`src/hdl/itoa_pkg.sv`:
```
// Shared constants, widths and the digit-to-ASCII mapping for the
// integer to ASCII converter. No dependencies.
package itoa_pkg;

  localparam int unsigned NUMBER_WIDTH_DEF = 32;
  localparam int unsigned MAX_DIGITS_DEF   = 32;
  localparam int unsigned QUEUE_DEPTH      = 2;
  localparam int unsigned DIV_STEPS        = 8;

  localparam int unsigned RADIX_W = 6;
  localparam int unsigned DIGIT_W = 6;
  localparam int unsigned CHAR_W  = 7;

  localparam logic [RADIX_W-1:0] RADIX_RESET = 6'd10;
  localparam logic [RADIX_W-1:0] RADIX_MIN   = 6'd2;
  localparam logic [RADIX_W-1:0] RADIX_MAX   = 6'd36;

  localparam logic [CHAR_W-1:0] NULL_CHAR  = 7'h00;
  localparam logic [CHAR_W-1:0] MINUS_CHAR = 7'h2D;
  localparam logic [CHAR_W-1:0] ZERO_CHAR  = 7'h30;
  localparam logic [CHAR_W-1:0] ALPHA_CHAR = 7'h61;

  function automatic logic [CHAR_W-1:0] digit_glyph(input logic [DIGIT_W-1:0] d);
    logic [CHAR_W-1:0] g;
    if (d inside {[6'd0:6'd9]}) begin
      g = ZERO_CHAR + {1'b0, d};
    end else if (d < RADIX_MAX) begin
      g = ALPHA_CHAR + {1'b0, d} - 7'd10;
    end else begin
      g = ZERO_CHAR;
    end
    return g;
  endfunction

endpackage

```
`src/hdl/itoa_stream_if.sv`:
```
// Valid/ready stream interfaces for the converter: integers in, characters out.
// Depends on itoa_pkg.
interface itoa_num_if import itoa_pkg::*; #(
  parameter int unsigned NUMBER_WIDTH = NUMBER_WIDTH_DEF
);
  logic                           valid;
  logic                           ready;
  logic signed [NUMBER_WIDTH-1:0] number;

  modport source (output valid, output number, input ready);
  modport sink   (input valid, input number, output ready);
endinterface


```
`src/hdl/itoa_front.sv`:
```
// Front end: holds the radix register, accepts integers, forms sign, magnitude
// and the bad-radix flag, and pushes one command per transaction. Depends on itoa_pkg.
module itoa_front import itoa_pkg::*; #(
  parameter int unsigned NUMBER_WIDTH = NUMBER_WIDTH_DEF,
  parameter int unsigned CMD_W        = 2 + RADIX_W + NUMBER_WIDTH
) (
  input  logic               clk_i,
  input  logic               rst_ni,
  input  logic               cfg_we_i,
  input  logic [RADIX_W-1:0] cfg_wdata_i,
  itoa_num_if.sink           num_i,
  output logic               push_valid_o,
  input  logic               push_ready_i,
  output logic [CMD_W-1:0]   push_data_o
);

  typedef struct packed {
    logic                    bad;
    logic                    neg;
    logic [RADIX_W-1:0]      radix;
    logic [NUMBER_WIDTH-1:0] mag;
  } cmd_t;

  logic [RADIX_W-1:0]      radix_q;
  logic [NUMBER_WIDTH-1:0] raw;
  cmd_t                    cmd;

  assign raw          = num_i.number;
  assign num_i.ready  = push_ready_i;
  assign push_valid_o = num_i.valid;

  always_comb begin
    cmd.neg   = raw[NUMBER_WIDTH-1];
    cmd.mag   = cmd.neg ? (~raw + 1'b1) : raw;
    cmd.radix = radix_q;
    cmd.bad   = (radix_q < RADIX_MIN) || (radix_q > RADIX_MAX);
  end

  assign push_data_o = cmd;

  always_ff @(posedge clk_i or negedge rst_ni) begin
    if (!rst_ni) begin
      radix_q <= RADIX_RESET;
    end else if (cfg_we_i) begin
      radix_q <= cfg_wdata_i;
    end
  end

endmodule

```
`src/flat_wrapper.sv`:
```
// flat-port wrapper written by rule: the top's interface ports become plain ports
module itoa_front_flat import itoa_pkg::*;
#(
  parameter int unsigned NUMBER_WIDTH = NUMBER_WIDTH_DEF,
  parameter int unsigned CMD_W        = 2 + RADIX_W + NUMBER_WIDTH
)
  (clk_i, rst_ni, cfg_we_i, cfg_wdata_i, push_valid_o, push_ready_i, push_data_o, num_i_valid, num_i_number, num_i_ready);
  itoa_num_if #(.NUMBER_WIDTH(NUMBER_WIDTH)) num_i_i ();
  input  logic clk_i;
  input  logic rst_ni;
  input  logic cfg_we_i;
  input  logic [RADIX_W-1:0] cfg_wdata_i;
  output logic push_valid_o;
  input  logic push_ready_i;
  output logic [CMD_W-1:0] push_data_o;
  input wire logic [$bits(num_i_i.valid)-1:0] num_i_valid;
  input wire logic [$bits(num_i_i.number)-1:0] num_i_number;
  output wire logic [$bits(num_i_i.ready)-1:0] num_i_ready;
  assign num_i_i.valid = num_i_valid;
  assign num_i_i.number = num_i_number;
  assign num_i_ready = num_i_i.ready;
  itoa_front #(.NUMBER_WIDTH(NUMBER_WIDTH), .CMD_W(CMD_W)) u_core (.clk_i(clk_i), .rst_ni(rst_ni), .cfg_we_i(cfg_we_i), .cfg_wdata_i(cfg_wdata_i), .num_i(num_i_i), .push_valid_o(push_valid_o), .push_ready_i(push_ready_i), .push_data_o(push_data_o));
endmodule
```
`config.mk`:
```
export PLATFORM = sky130hd
export DESIGN_NAME = itoa_front_flat
export DESIGN_NICKNAME = d
export VERILOG_FILES = /design/src/hdl/itoa_pkg.sv /design/src/hdl/itoa_stream_if.sv /design/src/hdl/itoa_front.sv /design/src/flat_wrapper.sv
export SDC_FILE = /design/constraint.sdc
export NUM_CORES = 1
export LEC_CHECK = 0
export BUFFER_PORTS_ARGS = -buffer_cell sky130_fd_sc_hd__buf_4
export CAP_MARGIN = 30
export CELL_PAD_IN_SITES_DETAIL_PLACEMENT = 2
export CELL_PAD_IN_SITES_GLOBAL_PLACEMENT = 2
export CORE_MARGIN = 2
export CORE_UTILIZATION = 19
export CTS_CLUSTER_DIAMETER = 200
export CTS_CLUSTER_SIZE = 10
export DETAILED_ROUTE_END_ITERATION = 8
export GPL_TIMING_DRIVEN = 1
export PLACE_DENSITY = 0.82
export RECOVER_POWER = 25
export SLEW_MARGIN = 20
export SYNTH_ARGS = -nofsm -noshare
export SYNTH_HDL_FRONTEND = slang
export SYNTH_SLANG_ARGS = --single-unit
export TNS_END_PERCENT = 50
```
`constraint.sdc`:
```
create_clock -name clk_i -period 3.2 [get_ports clk_i]
set_clock_uncertainty 0.2 [all_clocks]
set_input_delay 0.64 -clock clk_i [delete_from_list [all_inputs] [get_ports clk_i]]
set_output_delay 0.64 -clock clk_i [all_outputs]
set_load 0.01 [all_outputs]
```
# After elaboration in Yosys (flattened, before gate mapping)
# Index checks and enable logic that the tools add are counted.
[word_totals]
wordCells = 7
output_inout_bits = 42
ff_bits = 6
input_bits = 43
[classes]
n_reduce_logical = 1
bitwise_logic = 1
muxes = 1
addsub = 1
magnitude_cmp = 2
[op_table]
columns = ["operator", "n"]
rows = [
  ["32-bit by 1-bit adder with 32-bit output (second input constant)", 1],
  ["32-bit 2-to-1 mux", 1],
  ["32-bit inverter", 1],
  ["6-bit > comparator (second input constant)", 1],
  ["6-bit by 2-bit < comparator with 1-bit output (second input constant)", 1],
  ["1-bit logical OR", 1],
]

# Depth between registers and ports, before layout
[logic_depth]
word_depth = 3
depth_mapped = 6

# Worst setup path before layout
# OpenSTA, ideal clock, no wires.
[synth_path]
path_kind = "input to output"
startpoint = "in num_i_number[1]"
endpoint = "out push_data_o[20]"
path_buffers = 0
required_time_ns = 2.360
slack_ns = 0.328
arrival_time_ns = 2.032
cell_stages = 6
cell_sequence = "inv_1 -> ha_1 -> nor4b_1 -> nand3_1 -> o31ai_1 -> xnor2_1"
[synth_via]
elab_chain_len = 3
[synth_lines]
columns = ["element", "line_no", "text"]
rows = [
  ["start: declaration", "flat_wrapper.sv:17", "input wire logic [$bits(num_i_i.number)-1:0] num_i_number;"],
  ["32-bit inverter", "itoa_front.sv:34", "cmd.mag = cmd.neg ? (~raw + 1'b1) : raw;"],
  ["32-bit by 1-bit adder with 32-bit output", "itoa_front.sv:34", ""],
  ["32-bit 2-to-1 mux", "itoa_front.sv:34", ""],
  ["end: declaration", "flat_wrapper.sv:15", "output logic [CMD_W-1:0] push_data_o;"],
]
# No other way between the ends.

# Worst setup path in the final report
[layout_path]
startpoint = "in num_i_number[14]"
endpoint = "out push_data_o[26]"
# Same word-level chain as after synthesis.

==> metrics.txt <==
# TYPE chip_impl_metric gauge
chip_impl_metric{name="setup_viols_final",unit=""} 0
chip_impl_metric{name="worstPathBufferInverterCount",unit=""} 2
chip_impl_metric{name="crit_path_max_fanout",unit=""} 4
chip_impl_info{name="critical-path-slowest-cell",value="sky130_fd_sc_hd__or4_4"} 1
chip_impl_metric{name="syn_nets",unit=""} 170
chip_impl_metric{name="power.leakage",unit="nW"} 0.753
chip_impl_metric{name="cap_viol_max_count",unit=""} 0
chip_impl_metric{name="dr.first_iter.drc_count",unit=""} 42
chip_impl_metric{name="postRouteAntennaNets",unit=""} 0
chip_impl_info{name="end_kind",value="primary output"} 1
chip_impl_metric{name="power.share.clock",unit="%"} 24.2
chip_impl_metric{name="post_layout_min_period",unit="ns"} 3.17
chip_impl_metric{name="vias_in_the_first_global_route",unit=""} 1376
chip_impl_metric{name="finish.cell_count_without_fillers",unit=""} 276
chip_impl_metric{name="globalRouteTotalUtil",unit="%"} 13.5
chip_impl_metric{name="clockBufferDepth",unit=""} 2
chip_impl_info{name="yosys.area.top_type",value="sky130_fd_sc_hd__xnor2_1"} 1
chip_impl_metric{name="avgRoutedWirePerCell",unit="µm"} 14.7
chip_impl_metric{name="nets_finish",unit=""} 252
chip_impl_info{name="largest_register_by_flop_count",value="u_core.radix_q"} 1
chip_impl_metric{name="power.share.sequential",unit="%"} 20.1
chip_impl_info{name="r2r_end",value="u_core.radix_q[5]"} 1
chip_impl_metric{name="synthesis.area_per_instance",unit="µm²"} 8.10
chip_impl_metric{name="pwr-share-comb",unit="%"} 55.7
chip_impl_metric{name="dr.pass1.iters",unit=""} 4
chip_impl_metric{name="number_of_core_rows",unit=""} 26
chip_impl_info{name="synth_area_leaders",value="sky130_fd_sc_hd__xnor2_1, sky130_fd_sc_hd__dfrtp_1, sky130_fd_sc_hd__o31ai_1"} 1
chip_impl_info{name="critical_path.cell_chain",value="buf_4 -> or4_4 -> or3_4 -> o41ai_2 -> xnor2_1 -> buf_4"} 1
chip_impl_metric{name="die_width",unit="µm"} 77.3
chip_impl_info{name="worst_r2r_startpoint",value="u_core.radix_q[5]"} 1
chip_impl_metric{name="netlist.area_leader.share",unit="%"} 24.9
chip_impl_metric{name="cts.clk_slew.worst_paths",unit="ns"} 0.03
chip_impl_info{name="clock_tree_from_tritoncts",value="built"} 1
chip_impl_metric{name="clk-insertion-delay-late",unit="ns"} 0.22
chip_impl_metric{name="die_y",unit="µm"} 77.3
chip_impl_metric{name="synthesis.area",unit="µm²"} 1020
chip_impl_info{name="layout_common_cells",value="sky130_fd_sc_hd__buf_4, sky130_fd_sc_hd__xnor2_1, sky130_fd_sc_hd__nand2_1"} 1
chip_impl_metric{name="layout.filler_cells",unit=""} 611
chip_impl_metric{name="critical_path_arrival",unit="ns"} 2.33
chip_impl_metric{name="total_switching_power",unit="mW"} 0.155
chip_impl_info{name="worstSetupStartpoint",value="num_i_number[14]"} 1
chip_impl_metric{name="placed_instance_count",unit=""} 273
chip_impl_metric{name="switching_share",unit="%"} 33.5
chip_impl_info{name="cp_top_family",value="simple AND/OR/NAND/NOR gates"} 1
chip_impl_metric{name="yosys_warnings",unit=""} 0
chip_impl_metric{name="layout-drive-gt1-share",unit="%"} 54.4
chip_impl_info{name="rsz0062_at_grt",value="true"} 1
chip_impl_info{name="critPathLaunchType",value="primary input"} 1
chip_impl_metric{name="synthToLayoutAreaGrowth",unit="%"} 76.0
chip_impl_metric{name="finalWirelength",unit="µm"} 4060
chip_impl_metric{name="grt_pass1_wl",unit="µm"} 6690
chip_impl_metric{name="setup-tns-final",unit="ns"} 0
chip_impl_metric{name="largest_register_ffs",unit=""} 6
chip_impl_info{name="cell_type_with_the_highest_occurrence_count_on_the_critical_path",value="sky130_fd_sc_hd__buf_4"} 1
chip_impl_metric{name="routed-via-count",unit=""} 1300
chip_impl_metric{name="reg2reg_slack",unit="ns"} 2.22
chip_impl_metric{name="cts_made_buffers",unit=""} 3
chip_impl_info{name="run_status",value="finished clean"} 1
chip_impl_metric{name="remaining_routing_drc_violations",unit=""} 0
chip_impl_metric{name="port-buffer-count",unit=""} 80
chip_impl_metric{name="ys_seq_elements",unit=""} 6
chip_impl_metric{name="final_design_area_no_fill",unit="µm²"} 1800
chip_impl_info{name="reg.largest.list",value="u_core.radix_q (6)"} 1
chip_impl_metric{name="postLayoutCoreUtil",unit="%"} 35.0
chip_impl_metric{name="power.total",unit="mW"} 0.462
chip_impl_metric{name="initial_core_util",unit="%"} 19.9
chip_impl_metric{name="grt_antenna_before_repair",unit=""} 0
chip_impl_metric{name="finalWeightedCongestion",unit=""} 0.819
chip_impl_info{name="holdCritPathClass",value="primary input to async pin"} 1
chip_impl_metric{name="cp.required",unit="ns"} 2.36
chip_impl_metric{name="die_area",unit="µm²"} 5980
chip_impl_metric{name="power_density",unit="nW/µm²"} 257
chip_impl_metric{name="multi_input_area",unit="µm²"} 862
chip_impl_metric{name="netlist_instances",unit=""} 126
chip_impl_metric{name="ctsHtreeMaxLevel",unit=""} 1
chip_impl_metric{name="clock_sinks",unit=""} 6
chip_impl_metric{name="relSlewSlack",unit="%"} 75.4
chip_impl_metric{name="diodes",unit=""} 0
chip_impl_metric{name="max_slew.worst_pin.slew",unit="ns"} 0.364
chip_impl_metric{name="maximum_number_of_pins_on_one_net_before_global_route_repair",unit=""} 34
chip_impl_metric{name="achievable-frequency",unit="MHz"} 316
chip_impl_metric{name="placed_cell_area",unit="µm²"} 1710
chip_impl_metric{name="cpPeakStageDelay",unit="ns"} 0.52
chip_impl_metric{name="design.core.area",unit="µm²"} 5140
chip_impl_metric{name="dp_hpwl",unit="µm"} 3430
chip_impl_metric{name="vias_per_cell",unit=""} 4.71
chip_impl_info{name="layout_commonest_cell",value="sky130_fd_sc_hd__buf_4"} 1
chip_impl_metric{name="regArea",unit="µm²"} 153
chip_impl_metric{name="maxSlewViolCount",unit=""} 0
chip_impl_metric{name="timing.final.hold_violations",unit=""} 0
chip_impl_metric{name="p_int",unit="mW"} 0.307
chip_impl_metric{name="share_of_the_clock_period_used_by_the_worst_path",unit="%"} 98.9
chip_impl_info{name="timing.setup.critical_path_class",value="primary input to primary output"} 1
chip_impl_metric{name="register_area_share_after_synthesis",unit="%"} 15.0
chip_impl_info{name="cts.root.buffer_cell",value="sky130_fd_sc_hd__clkbuf_8"} 1
chip_impl_metric{name="reg2regPathDepth",unit=""} 1
chip_impl_metric{name="grt_overflow",unit=""} 0
chip_impl_metric{name="vdd.ir_drop.worst",unit="µV"} 226
chip_impl_metric{name="synthDistinctLibCells",unit=""} 33
chip_impl_metric{name="top_level_ports",unit=""} 85
chip_impl_metric{name="number_of_post_cts_setup_repair_buffers",unit=""} 0
==> how the worst max path moves through the flow <==
stage	cells after the start	endpoint	slack, ns
after global routing	10	push_data_o[28]	-0.06
final	6	push_data_o[26]	0.03
after CTS	10	push_data_o[28]	0.004
after global placement	6	push_data_o[26]	0.06
after floorplan	6	push_data_o[20]	0.33
after detailed placement	9	push_data_o[20]	0.01
==> area by class of cell <==
class | instances | area share [%]
multi-input cells | 108 | 48.0
repair buffers | 87 | 35.9
flip-flops and latches | 6 | 8.50
well taps | 70 | 4.87
clock buffers | 3 | 2.30
inverters | 2 | 0.418
==> synthesized netlist by cell type <==
library cell / number
sky130_fd_sc_hd__xnor2_1: 29
sky130_fd_sc_hd__nand2_1: 12
sky130_fd_sc_hd__o31ai_1: 12
sky130_fd_sc_hd__mux2_2: 6
sky130_fd_sc_hd__nor2_1: 6
sky130_fd_sc_hd__nor3_1: 6
sky130_fd_sc_hd__o21ai_0: 6
sky130_fd_sc_hd__clkbuf_1: 5
sky130_fd_sc_hd__o41ai_1: 5
sky130_fd_sc_hd__buf_4: 4
sky130_fd_sc_hd__dfrtp_1: 4
sky130_fd_sc_hd__nand3_1: 4
sky130_fd_sc_hd__dfstp_2: 2
sky130_fd_sc_hd__inv_1: 2
sky130_fd_sc_hd__nand2b_1: 2
sky130_fd_sc_hd__nand4_1: 2
sky130_fd_sc_hd__or2_2: 2
sky130_fd_sc_hd__or3_1: 2
sky130_fd_sc_hd__a22o_1: 1
sky130_fd_sc_hd__and4b_1: 1
sky130_fd_sc_hd__buf_1: 1
sky130_fd_sc_hd__ha_1: 1
sky130_fd_sc_hd__nand3b_1: 1
sky130_fd_sc_hd__nand4b_4: 1
sky130_fd_sc_hd__nor3_2: 1
sky130_fd_sc_hd__nor4_1: 1
sky130_fd_sc_hd__nor4_2: 1
sky130_fd_sc_hd__nor4b_1: 1
sky130_fd_sc_hd__o41ai_2: 1
sky130_fd_sc_hd__or2_1: 1
sky130_fd_sc_hd__or3_4: 1
sky130_fd_sc_hd__or4_4: 1
sky130_fd_sc_hd__or4b_1: 1
==> metrics by stage <==
stage	hold WS [ns]	worst slack, ns
3_5_place_dp	0.253	0.0118
2_1_floorplan	0.144	0.328
4_1_cts	0.0135	0.00385
6_report	0.0920	0.0336
3_3_place_gp	0.252	0.0592
5_1_grt	0.111	-0.0588
==> routing by layer <==
layer | share of wire (%) | vias to the layer above | global-route usage, %
met1 | 40 | 615 | 15.3
met5 | 0 | - | 0
met2 | 51 | 60 | 24.8
met3 | 8.3 | 4 | 3.53
met4 | 0.57 | 0 | 3.75
li1 | - | 621 | -
==> power by group through the flow <==
| stage | sequential (mW) | combinational (mW) | clock, mW |
|---|---|---|---|
| 4_1_cts | 0.0931 | 0.259 | 0.116 |
| 2_1_floorplan | 0.0961 | 0.106 | 0 |
| 3_3_place_gp | 0.0934 | 0.252 | 0 |
| 5_1_grt | 0.0944 | 0.280 | 0.119 |
| 6_report | 0.0927 | 0.257 | 0.112 |
| 3_5_place_dp | 0.0938 | 0.257 | 0 |
==> timing repair <==
| item | in CTS | in global routing |
|---|---|---|
| endpoints found under the setup margin | 1 | 12 |
| gates resized for setup | 1 | 8 |
| gates cloned | 0 | 0 |
| hold buffers | 0 | 0 |
==> cells by family (layout without fill, tap and decap cells) <==
| family | Yosys count | count (layout) | share of synthesized area [%] |
|---|---|---|---|
| AO/OA/AOI/OAI | 25 | 25 | 18.5 |
| XOR/XNOR | 29 | 29 | 24.9 |
| adder cells (fa/ha/maj) | 1 | 1 | 1.23 |
| buffers and inverters | 12 | 92 | 5.88 |
| flip-flops | 6 | 6 | 15.0 |
| multiplexers | 6 | 6 | 6.62 |
| AND/OR/NAND/NOR | 47 | 47 | 27.9 |
No activity file was read; power rests on OpenSTA's default activity.
