File: config.mk
export PLATFORM = sky130hd
export DESIGN_NAME = itoa_queue
export DESIGN_NICKNAME = d
export VERILOG_FILES = /design/src/hdl/itoa_pkg.sv /design/src/hdl/itoa_queue.sv
export SDC_FILE = /design/constraint.sdc
export NUM_CORES = 1
export LEC_CHECK = 0
export BUFFER_PORTS_ARGS = -buffer_cell sky130_fd_sc_hd__buf_2
export CORE_UTILIZATION = 45
export CTS_CLUSTER_DIAMETER = 30
export CTS_CLUSTER_SIZE = 30
export DETAILED_ROUTE_END_ITERATION = 8
export PLACE_DENSITY = 0.81
export SYNTH_ARGS = -nofsm -noshare
export SYNTH_HDL_FRONTEND = slang
export SYNTH_SLANG_ARGS = --single-unit
File: constraint.sdc
create_clock -name clk_i -period 3.2 [get_ports clk_i]
set_clock_uncertainty 0.1 [all_clocks]
set_input_delay 0.64 -clock clk_i [delete_from_list [all_inputs] [get_ports clk_i]]
set_output_delay 0.64 -clock clk_i [all_outputs]
set_load 0.02 [all_outputs]
File: src/hdl/itoa_pkg.sv
// Shared constants, widths and the digit-to-ASCII mapping for the
// integer to ASCII converter. No dependencies.
package itoa_pkg;

  localparam int unsigned NUMBER_WIDTH_DEF = 32;
  localparam int unsigned MAX_DIGITS_DEF   = 32;
  localparam int unsigned QUEUE_DEPTH      = 2;
  localparam int unsigned DIV_STEPS        = 8;

  localparam int unsigned RADIX_W = 6;
  localparam int unsigned DIGIT_W = 6;
  localparam int unsigned CHAR_W  = 7;

  localparam logic [RADIX_W-1:0] RADIX_RESET = 6'd10;
  localparam logic [RADIX_W-1:0] RADIX_MIN   = 6'd2;
  localparam logic [RADIX_W-1:0] RADIX_MAX   = 6'd36;

  localparam logic [CHAR_W-1:0] NULL_CHAR  = 7'h00;
  localparam logic [CHAR_W-1:0] MINUS_CHAR = 7'h2D;
  localparam logic [CHAR_W-1:0] ZERO_CHAR  = 7'h30;
  localparam logic [CHAR_W-1:0] ALPHA_CHAR = 7'h61;

  function automatic logic [CHAR_W-1:0] digit_glyph(input logic [DIGIT_W-1:0] d);
    logic [CHAR_W-1:0] g;
    if (d inside {[6'd0:6'd9]}) begin
      g = ZERO_CHAR + {1'b0, d};
    end else if (d < RADIX_MAX) begin
      g = ALPHA_CHAR + {1'b0, d} - 7'd10;
    end else begin
      g = ZERO_CHAR;
    end
    return g;
  endfunction

endpackage

File: src/hdl/itoa_queue.sv
// Short command queue between the classify front end and the conversion back end.
// Depends on itoa_pkg.
module itoa_queue import itoa_pkg::*; #(
  parameter int unsigned DATA_W = 40,
  parameter int unsigned DEPTH  = QUEUE_DEPTH
) (
  input  logic              clk_i,
  input  logic              rst_ni,
  input  logic              push_valid_i,
  output logic              push_ready_o,
  input  logic [DATA_W-1:0] push_data_i,
  output logic              pop_valid_o,
  input  logic              pop_ready_i,
  output logic [DATA_W-1:0] pop_data_o
);

  localparam int unsigned PTR_W = (DEPTH > 1) ? $clog2(DEPTH) : 1;
  localparam int unsigned CNT_W = $clog2(DEPTH + 1);

  logic [DATA_W-1:0] entry_q [DEPTH];
  logic [PTR_W-1:0]  wr_ptr_q, wr_ptr_d, rd_ptr_q, rd_ptr_d;
  logic [CNT_W-1:0]  count_q, count_d;
  logic              push, pop;

  assign push_ready_o = (count_q != CNT_W'(DEPTH));
  assign pop_valid_o  = (count_q != '0);
  assign pop_data_o   = entry_q[rd_ptr_q];
  assign push         = push_valid_i && push_ready_o;
  assign pop          = pop_valid_o && pop_ready_i;

  always_comb begin
    wr_ptr_d = wr_ptr_q;
    rd_ptr_d = rd_ptr_q;
    count_d  = count_q;
    if (push) begin
      wr_ptr_d = (wr_ptr_q == PTR_W'(DEPTH - 1)) ? '0 : wr_ptr_q + 1'b1;
    end
    if (pop) begin
      rd_ptr_d = (rd_ptr_q == PTR_W'(DEPTH - 1)) ? '0 : rd_ptr_q + 1'b1;
    end
    if (push && !pop) begin
      count_d = count_q + 1'b1;
    end else if (pop && !push) begin
      count_d = count_q - 1'b1;
    end
  end

  always_ff @(posedge clk_i or negedge rst_ni) begin
    if (!rst_ni) begin
      wr_ptr_q <= '0;
      rd_ptr_q <= '0;
      count_q  <= '0;
    end else begin
      wr_ptr_q <= wr_ptr_d;
      rd_ptr_q <= rd_ptr_d;
      count_q  <= count_d;
    end
  end

  always_ff @(posedge clk_i) begin
    if (push) begin
      entry_q[wr_ptr_q] <= push_data_i;
    end
  end

endmodule

# Word-level counts from Yosys, hierarchy flattened

Memories as Yosys holds them, arrays and structs flattened.
Cells that the tools add are included.

Equality and inequality tests: 1
Add/subtract/negate cells: 4
Muxes and demuxes: 6
Reductions and logical operators: 8

Operator list:

| kind                | count |
|---|---|
| $logic_and 1x1->1   | 4 |
| $mux 1              | 4 |
| $mux 2              | 2 |
| $reduce_bool 2->1   | 2 |
| $add 1x1->1 const B | 2 |
| $add 2x1->2 const B | 1 |
| $logic_not 1->1     | 2 |
| $ne 2x2->1 const B  | 1 |
| $sub 2x1->2 const B | 1 |

Output and inout port bits: 42
Memories: 1
Word-level logic and storage cells: 23
Memory bits (writable): 80
Register bits after elaboration: 4

Memories:

| name    | words | bits a word | read ports | clocked after Yosys merged registers in | wr ports | RTL line         | source |
|---|---|---|---|---|---|---|---|
| entry_q | 2     | 40          | 1          | 0                                       | 1        | itoa_queue.sv:20 | `logic [DATA_W-1:0] entry_q [DEPTH];` |

# Logic depth before layout (Yosys ltp)

Gate-level depths: netlist of run 1.

Word-level depth: 6
Mapped depth: 7
Depth with buffers taken out: 7

# Worst setup path after synthesis of run 1

No wires, ideal clock.

Kind: reg-to-reg
Start point: reg count_q[0]
End point: mem entry_q[0][0] (enable)
Arrival time: 2.484 ns
Required time: 2.663 ns
Path buffers: 0
Cell stages (with the launch flop): 4
Path slack: 0.178 ns
Cell sequence: dfrtp_1 > nand2b_1 > nand2_1 > nor2_1

Word-level cells in the longest chain between the ends: 4

RTL lines:

| item                         | RTL line         | source |
|---|---|---|
| start, declared              | itoa_queue.sv:22 | `logic [CNT_W-1:0] count_q, count_d;` |
| start signal, assigned       | itoa_queue.sv:56 | `count_q <= count_d;` |
| $ne 2x2->1                   | itoa_queue.sv:25 | `assign push_ready_o = (count_q != CNT_W'(DEPTH));` |
| net push_ready_o             | itoa_queue.sv:10 | `output logic push_ready_o,` |
| $logic_and 1x1->1            | itoa_queue.sv:28 | `assign push = push_valid_i && push_ready_o;` |
| $mux 1                       | itoa_queue.sv:61 | `if (push) begin` |
| $mux 1 (implied by the code) | itoa_queue.sv:62 | `entry_q[wr_ptr_q] <= push_data_i;` |
| end, declared                | itoa_queue.sv:20 |  |

The timed path passes the listed nets, and every way through them passes these cells.

# Worst setup path after layout of run 1

Start point: reg rd_ptr_q
End point: out pop_data_o[19]

Word-level cells in the longest chain between the ends: 1

RTL lines:

| item                   | RTL line         | source |
|---|---|---|
| start, declared        | itoa_queue.sv:21 | `logic [PTR_W-1:0] wr_ptr_q, wr_ptr_d, rd_ptr_q, rd_ptr_d;` |
| start signal, assigned | itoa_queue.sv:55 | `rd_ptr_q <= rd_ptr_d;` |
| $mem_v2 2x40           | -                |  |
| end, declared          | itoa_queue.sv:14 | `output logic [DATA_W-1:0] pop_data_o` |

No other way between the ends.

==> results of run 1 <==
timing repair:
action	CTS	global route
hold endpoints to repair	4	0
endpoints found under the setup margin	0	0
hold buffers	1	0
resized for setup	0	0
routing by layer:
layer	part of all wire, %	wire [um]	track usage (%)	vias to the layer above
li1	-	-	-	743
met1	42	2110	17.1	755
met2	49	2490	23.4	67
met3	6.6	335	3.41	11
met4	2.5	128	9.84	0
met5	0	0	0	-
power groups by stage:
stage	clock (uW)	sequential, uW	combinational, uW
after floorplan	0	1590	1160
after global placement	0	1660	1350
after CTS	800	1650	1370
final	775	1650	1350
after detailed placement	0	1680	1370
after global routing	849	1670	1430
placed cells by master (no fill, tap or decap), drive strengths merged:
master and count:
dfrtp 4, xnor2 3, clkinv 3, dlygate4sd3 1
clkbuf 10, and3 1, or2 1, xor2 2
edfxtp 80, nand2b 1, inv 1, nor2 2
buf 88, mux2 40, bufinv 2, diode 1
ha 1, nand2 2
final cells by class:
type / count / area, um^2
diodes: 1 / 2.50
multi-input cells: 53 / 696
clock buffers: 10 / 128
repair buffers: 89 / 470
well taps: 96 / 120
clock inverters: 5 / 77.6
inverters: 1 / 3.75
fillers: 556 / 2910
flip-flops and latches: 84 / 2500
Yosys cell counts:
master,count
buf_12,4
and3_1,1
xnor2_1,3
mux2_2,1
edfxtp_1,80
ha_1,1
inv_1,1
buf_6,1
xor2_1,2
or2_1,1
mux2_4,39
dfrtp_1,4
nand2b_1,1
nor2_1,2
nand2_1,2
state kept, by name (all words and copies together) (netlist names):
name      cells
count_q       2
entry_q      80
wr_ptr_q      1
rd_ptr_q      1
path summary, 6_finish.rpt:
| check | from | to | cells past startpoint |
|---|---|---|---|
| setup / recovery | rd_ptr_q | pop_data_o[19] | 3 |
| hold / removal | push_data_i[2] | entry_q[1][2] | 1 |
| setup reg to reg | count_q[0] | entry_q[1][13] | 2 |
| hold reg to reg | count_q[1] | count_q[1] | 1 |
| max in group asynchronous | rst_ni | rd_ptr_q | 2 |
| min in group asynchronous | rst_ni | count_q[1] | 2 |
kinds of logic after synthesis:
kind of cell / share of synthesized area (%)
xor+xnor: 1.33
fa+ha+maj: 0.381
buf+inv: 2.90
flops: 76.2
mux: 18.2
simple gates: 1.03
stage by stage:
step / cells / setup WS (ps) / cell area, um^2
floorplan: 143 / 178 / 3280
global placement: 322 / 902 / 3780
detailed placement: 322 / 888 / 3780
CTS: 338 / 517 / 4000
global route: 338 / 472 / 4000
finish: 339 / 568 / 4000
==> flow_metrics.py, run 1 <==
metrics = {
    "run_status": {
        "status": "finished, final reports clean",
    },
    "power": {
        "p_int_uw": 2580,
        "seqPwrFrac_pct": 43.7,
        "peakVddDrop_v": 0.000737,
        "pwr-share-clk_pct": 20.6,
        "leakage_uw": 0.00162,
        "pwr_density_cell_nw_per_um2": 941,
        "totalPowerFinal_uw": 3770,
        "sw_frac_of_total_pct": 31.6,
        "combinationalPowerShare_pct": 35.7,
        "p_sw_uw": 1190,
    },
    "floorplan": {
        "dieArea_um2": 7640,
        "io_pins": 86,
        "initial_core_util_pct": 47.6,
        "std_cell_rows": 30,
        "die_w_um": 87.4,
        "core_area_um2": 6910,
        "die_h_um": 87.4,
    },
    "clock_tree": {
        "cts.sinks": 84,
        "cts_setup_buffers": 0,
        "cts_root_buf": "clkbuf_8",
        "cts.clk_slew.worst_paths_ps": 80,
        "clockBufferDepth": 2,
        "cts_htree_levels": 3,
        "cts_tree": "yes",
        "clk_latency_ps": 330,
        "cts_buffers": 9,
    },
    "setup_path": {
        "required_ps": 2460,
        "critPathTopFamily": "flip-flops",
        "crit_arrival_ps": 1890,
        "r2r_slack_ps": 1300,
        "crit_type": "flop to primary output",
        "max_stage_delay_ps": 740,
        "cp_max_fo": 24,
        "startpoint_type": "flop",
        "end_kind": "primary output",
        "crit_chain": "buf_12 > mux2_2 > buf_2",
        "cp_num_buf_inv": 2,
        "cpMaxStageDelayCell": "dfrtp_2",
    },
    "timing": {
        "hold_viol_final": 0,
        "max_slew_margin_pct": 36.5,
        "fin_tns_setup_ps": 0,
        "fin_crit_sh_pct": 82.2,
        "rsz0062_at_grt": "no",
        "setup_viol": 0,
        "max_freq_mhz": 380,
        "drv_slew": 0,
        "hold_slack_ps": 382,
        "final.min_clock_period_ps": 2630,
        "worst_pin_slew_ps": 952,
    },
    "synthesis": {
        "ys_ff_latch": 84,
        "syn_area_um2": 3280,
        "synth.distinct_cells": 15,
        "synth_top_area_cell": "edfxtp_1",
        "synthCells": 143,
        "synth_top_area_share_pct": 73.1,
        "syn_area_per_cell_um2": 23.0,
        "synth_fp_nets": 188,
        "synth_seq_area_share_pct": 76.2,
        "synth.area.top_cells": "edfxtp_1, mux2_4, dfrtp_1",
        "yosysWarnings": 0,
    },
    "routing": {
        "drc": 0,
        "dr.pass1.iters": 4,
        "viasPerCell": 4.65,
        "routed_wl_um": 5070,
        "routed-via-count": 1576,
        "antenna_left": 0,
        "detail_route.wl_per_cell_um": 14.9,
        "first_iter_violations": 59,
    },
    "global_routing": {
        "grt_pass1_wl_um": 7850,
        "track_usage_pct": 14.4,
        "grt_max_degree": 41,
        "antenna_found_initial": 0,
        "grt_pass1_vias": 1612,
        "grt-ovfl-total": 0,
    },
    "finish": {
        "finish.utilization_pct": 57.9,
        "syn_to_final_growth_pct": 21.8,
        "drive_gt1_share_pct": 59.5,
        "fin_nets": 283,
    },
    "place": {
        "place.gp.congestion": 0.655,
        "io_buffers": 85,
        "dpl.hpwl_um": 3460,
    },
    "min_path": {
        "hold_class": "input pin to flop",
    },
    "job": {
        "maxCapViolations": 0,
    },
}
(Power assumes the default switching activity.)
==> run 2: changes to the inputs <==
--- a/config.mk
+++ b/config.mk
@@ -5,12 +5,13 @@
 export SDC_FILE = /design/constraint.sdc
 export NUM_CORES = 1
 export LEC_CHECK = 0
+export ABC_AREA = 1
 export BUFFER_PORTS_ARGS = -buffer_cell sky130_fd_sc_hd__buf_2
 export CORE_UTILIZATION = 45
 export CTS_CLUSTER_DIAMETER = 30
 export CTS_CLUSTER_SIZE = 30
 export DETAILED_ROUTE_END_ITERATION = 8
-export PLACE_DENSITY = 0.81
+export PLACE_DENSITY = 0.84
 export SYNTH_ARGS = -nofsm -noshare
 export SYNTH_HDL_FRONTEND = slang
 export SYNTH_SLANG_ARGS = --single-unit
==> constraint.sdc (replaced) <==
create_clock -name clk_i -period 2.2 [get_ports clk_i]
set_clock_uncertainty 0.1 [all_clocks]
set_input_delay 0.44 -clock clk_i [delete_from_list [all_inputs] [get_ports clk_i]]
set_output_delay 0.44 -clock clk_i [all_outputs]
set_load 0.02 [all_outputs]
==> flow_metrics.py, run 2 <==
metrics = {
    "setup_path": {
        "crit_type": "flop to primary output",
        "cp_max_fo": 41,
        "startpoint_type": "flop",
        "cp_num_buf_inv": 2,
        "end_kind": "primary output",
        "max_stage_delay_ps": 500,
        "required_ps": 1660,
        "crit_chain": "inv_6 > nand2_1 > nand2_1 > buf_2",
        "crit_path_frequent_cell": "nand2_1",
        "cpMaxStageDelayCell": "dfrtp_2",
        "crit_arrival_ps": 1440,
        "critPathTopFamily": "flip-flops",
    },
    "synthesis": {
        "synthCells": 238,
        "synth_top_area_cell": "edfxtp_1",
        "synth_top_area_share_pct": 75.2,
        "yosysWarnings": 0,
        "synthFlopType": "edfxtp_1",
        "synth.area.top_cells": "edfxtp_1, nand2_1, dfrtp_1",
        "syn_area_um2": 3190,
        "yosysMostFrequentCell": "nand2_1",
        "syn_area_per_cell_um2": 13.4,
        "synth_seq_area_share_pct": 78.4,
        "yosys-top-cells-count": "nand2_1, edfxtp_1",
        "synth_fp_nets": 283,
        "synth-edff-count": 80,
        "synthArstFlopShare_pct": 4.76,
        "synth.distinct_cells": 17,
        "ys_ff_latch": 84,
    },
    "clock_tree": {
        "cts_buffers": 9,
        "clk_latency_ps": 330,
        "cts.sinks": 84,
        "cts_htree_levels": 3,
        "cts_tree": "yes",
        "cts_root_buf": "clkbuf_8",
        "cts.clk_slew.worst_paths_ps": 80,
        "clockBufferDepth": 2,
        "cts_setup_buffers": 0,
    },
    "finish": {
        "syn_to_final_growth_pct": 23.0,
        "antennaDiodeCount": 0,
        "final_cell_mix": "nand2_1, buf_2, edfxtp_1",
        "drive_gt1_share_pct": 33.8,
        "stdcell_count": 433,
        "max_flop_register": "entry_q",
        "fin_nets": 377,
        "final_common_cell": "nand2_1",
        "largest_register_ffs": 80,
        "reg_top3": "entry_q (80), count_q (2)",
    },
    "routing": {
        "dr_wl_met2_um": 2790,
        "viasPerCell": 4.46,
        "drc": 0,
        "routed-via-count": 1931,
        "met3_length_um": 275,
        "first_iter_violations": 62,
        "route.layer.met1.wl_um": 2270,
        "detail_route.wl_per_cell_um": 12.4,
        "maxUsedRoutingLayer": "met4",
        "dr.pass1.iters": 4,
        "antenna_left": 0,
        "routed_wl_um": 5380,
    },
    "place": {
        "io_buffers": 85,
        "place.gp.congestion": 0.695,
        "dpl.hpwl_um": 3620,
        "dp_cells": 416,
    },
    "global_routing": {
        "track_usage_pct": 15.3,
        "grt_max_degree": 42,
        "antenna_found_initial": 0,
        "grt_pass1_vias": 1866,
        "grt-ovfl-total": 0,
        "grt_pass1_wl_um": 8380,
    },
    "floorplan": {
        "io_pins": 86,
        "core_area_um2": 6830,
        "initial_core_util_pct": 46.7,
        "die_w_um": 86.2,
        "die_h_um": 86.2,
        "dieArea_um2": 7440,
        "std_cell_rows": 30,
    },
    "timing": {
        "max_slew_margin_pct": 80.3,
        "hold_viol_final": 0,
        "final.min_clock_period_ps": 1980,
        "setup_viol": 0,
        "rsz0062_at_grt": "no",
        "drv_slew": 0,
        "fin_crit_sh_pct": 90.0,
        "worst_pin_slew_ps": 296,
        "max_freq_mhz": 505,
        "hold_slack_ps": 189,
    },
    "power": {
        "pwr_density_cell_nw_per_um2": 1390,
        "peakVddDrop_v": 0.000761,
        "leakage_uw": 0.00171,
    },
    "job": {
        "maxCapViolations": 0,
    },
    "run_status": {
        "status": "finished, final reports clean",
    },
    "min_path": {
        "hold_class": "input pin to flop",
    },
}
run 2: cell count changes in the layout (fill, tap and decap cells not counted), sizes merged, moves of 2 or more:
cell,change
nand2,+128
mux2,-40
inv,+6
buf,+3
nand3,+2
xnor2,-2
run 2: per-stage QoR:
stage	area, um^2	setup slack (ps)	utilization (%)	total power (uW)	TNS [ps]
finish	3930	219	57.5	5440	0
global placement	3710	535	54.3	4320	0
CTS	3930	103	57.5	5510	0
global route	3930	79.9	57.5	5780	0
detailed placement	3710	490	54.3	4380	0
floorplan	3190	-641	-	3810	-51290
run 2: report_power, final:
| group | total (uW) | internal, uW | switching, uW |
|---|---|---|---|
| Combinational | 1990 | 598 | 1390 |
| Sequential | 2330 | 2190 | 139 |
| Clock | 1130 | 629 | 498 |
| Total | 5440 | 3420 | 2030 |
run 2: cell families (layout without fill, tap and decap cells):
logic type | after synthesis | count (layout) | share of synthesized area, %
buffers and inverters | 16 | 115 | 3.80
DFF | 84 | 84 | 78.4
xor gates and xnor gates | 2 | 2 | 0.784
and+or+nand+nor | 135 | 135 | 16.7
adders and majority gates | 1 | 1 | 0.392
run 2: timing repair:
item                                   CTS  global route
endpoints found under the hold margin    4             0
setup endpoints to repair                0             2
hold buffers                             1             0
gates resized for setup                  0             1
run 2: worst reg2reg max path, delay by kind of cell, from the launching register on:
kind          cells  cell delay (ps)
flops             1              420
simple gates      5              360
fa+ha+maj         1              320
buf+inv           3              260
run 2: final timing paths:
kind / start / to / slack, ps / cells past startpoint
hold reg to reg: count_q[0] / count_q[0] / 430 / 1
max in group asynchronous: rst_ni / rd_ptr_q / 1530 / 2
hold / removal: push_data_i[31] / entry_q[0][31] / 190 / 1
setup reg to reg: count_q[0] / count_q[1] / 660 / 9
setup / recovery: rd_ptr_q / pop_data_o[23] / 220 / 4
min in group asynchronous: rst_ni / rd_ptr_q / 330 / 2
run 2: per-layer routing:
layer  track usage [%]  up-vias
li1                  -      975
met1              17.7      899
met2              26.6       51
met3              5.24        6
met4              5.45        0
met5                 0        -
run 2: layout make-up:
| cell class | count | area (um^2) |
|---|---|---|
| flip-flops and latches | 84 | 2500 |
| fillers | 584 | 2910 |
| repair buffers | 92 | 480 |
| clock inverters | 6 | 78.8 |
| clock buffers | 10 | 128 |
| inverters | 7 | 31.3 |
| multi-input cells | 138 | 584 |
| well taps | 96 | 120 |
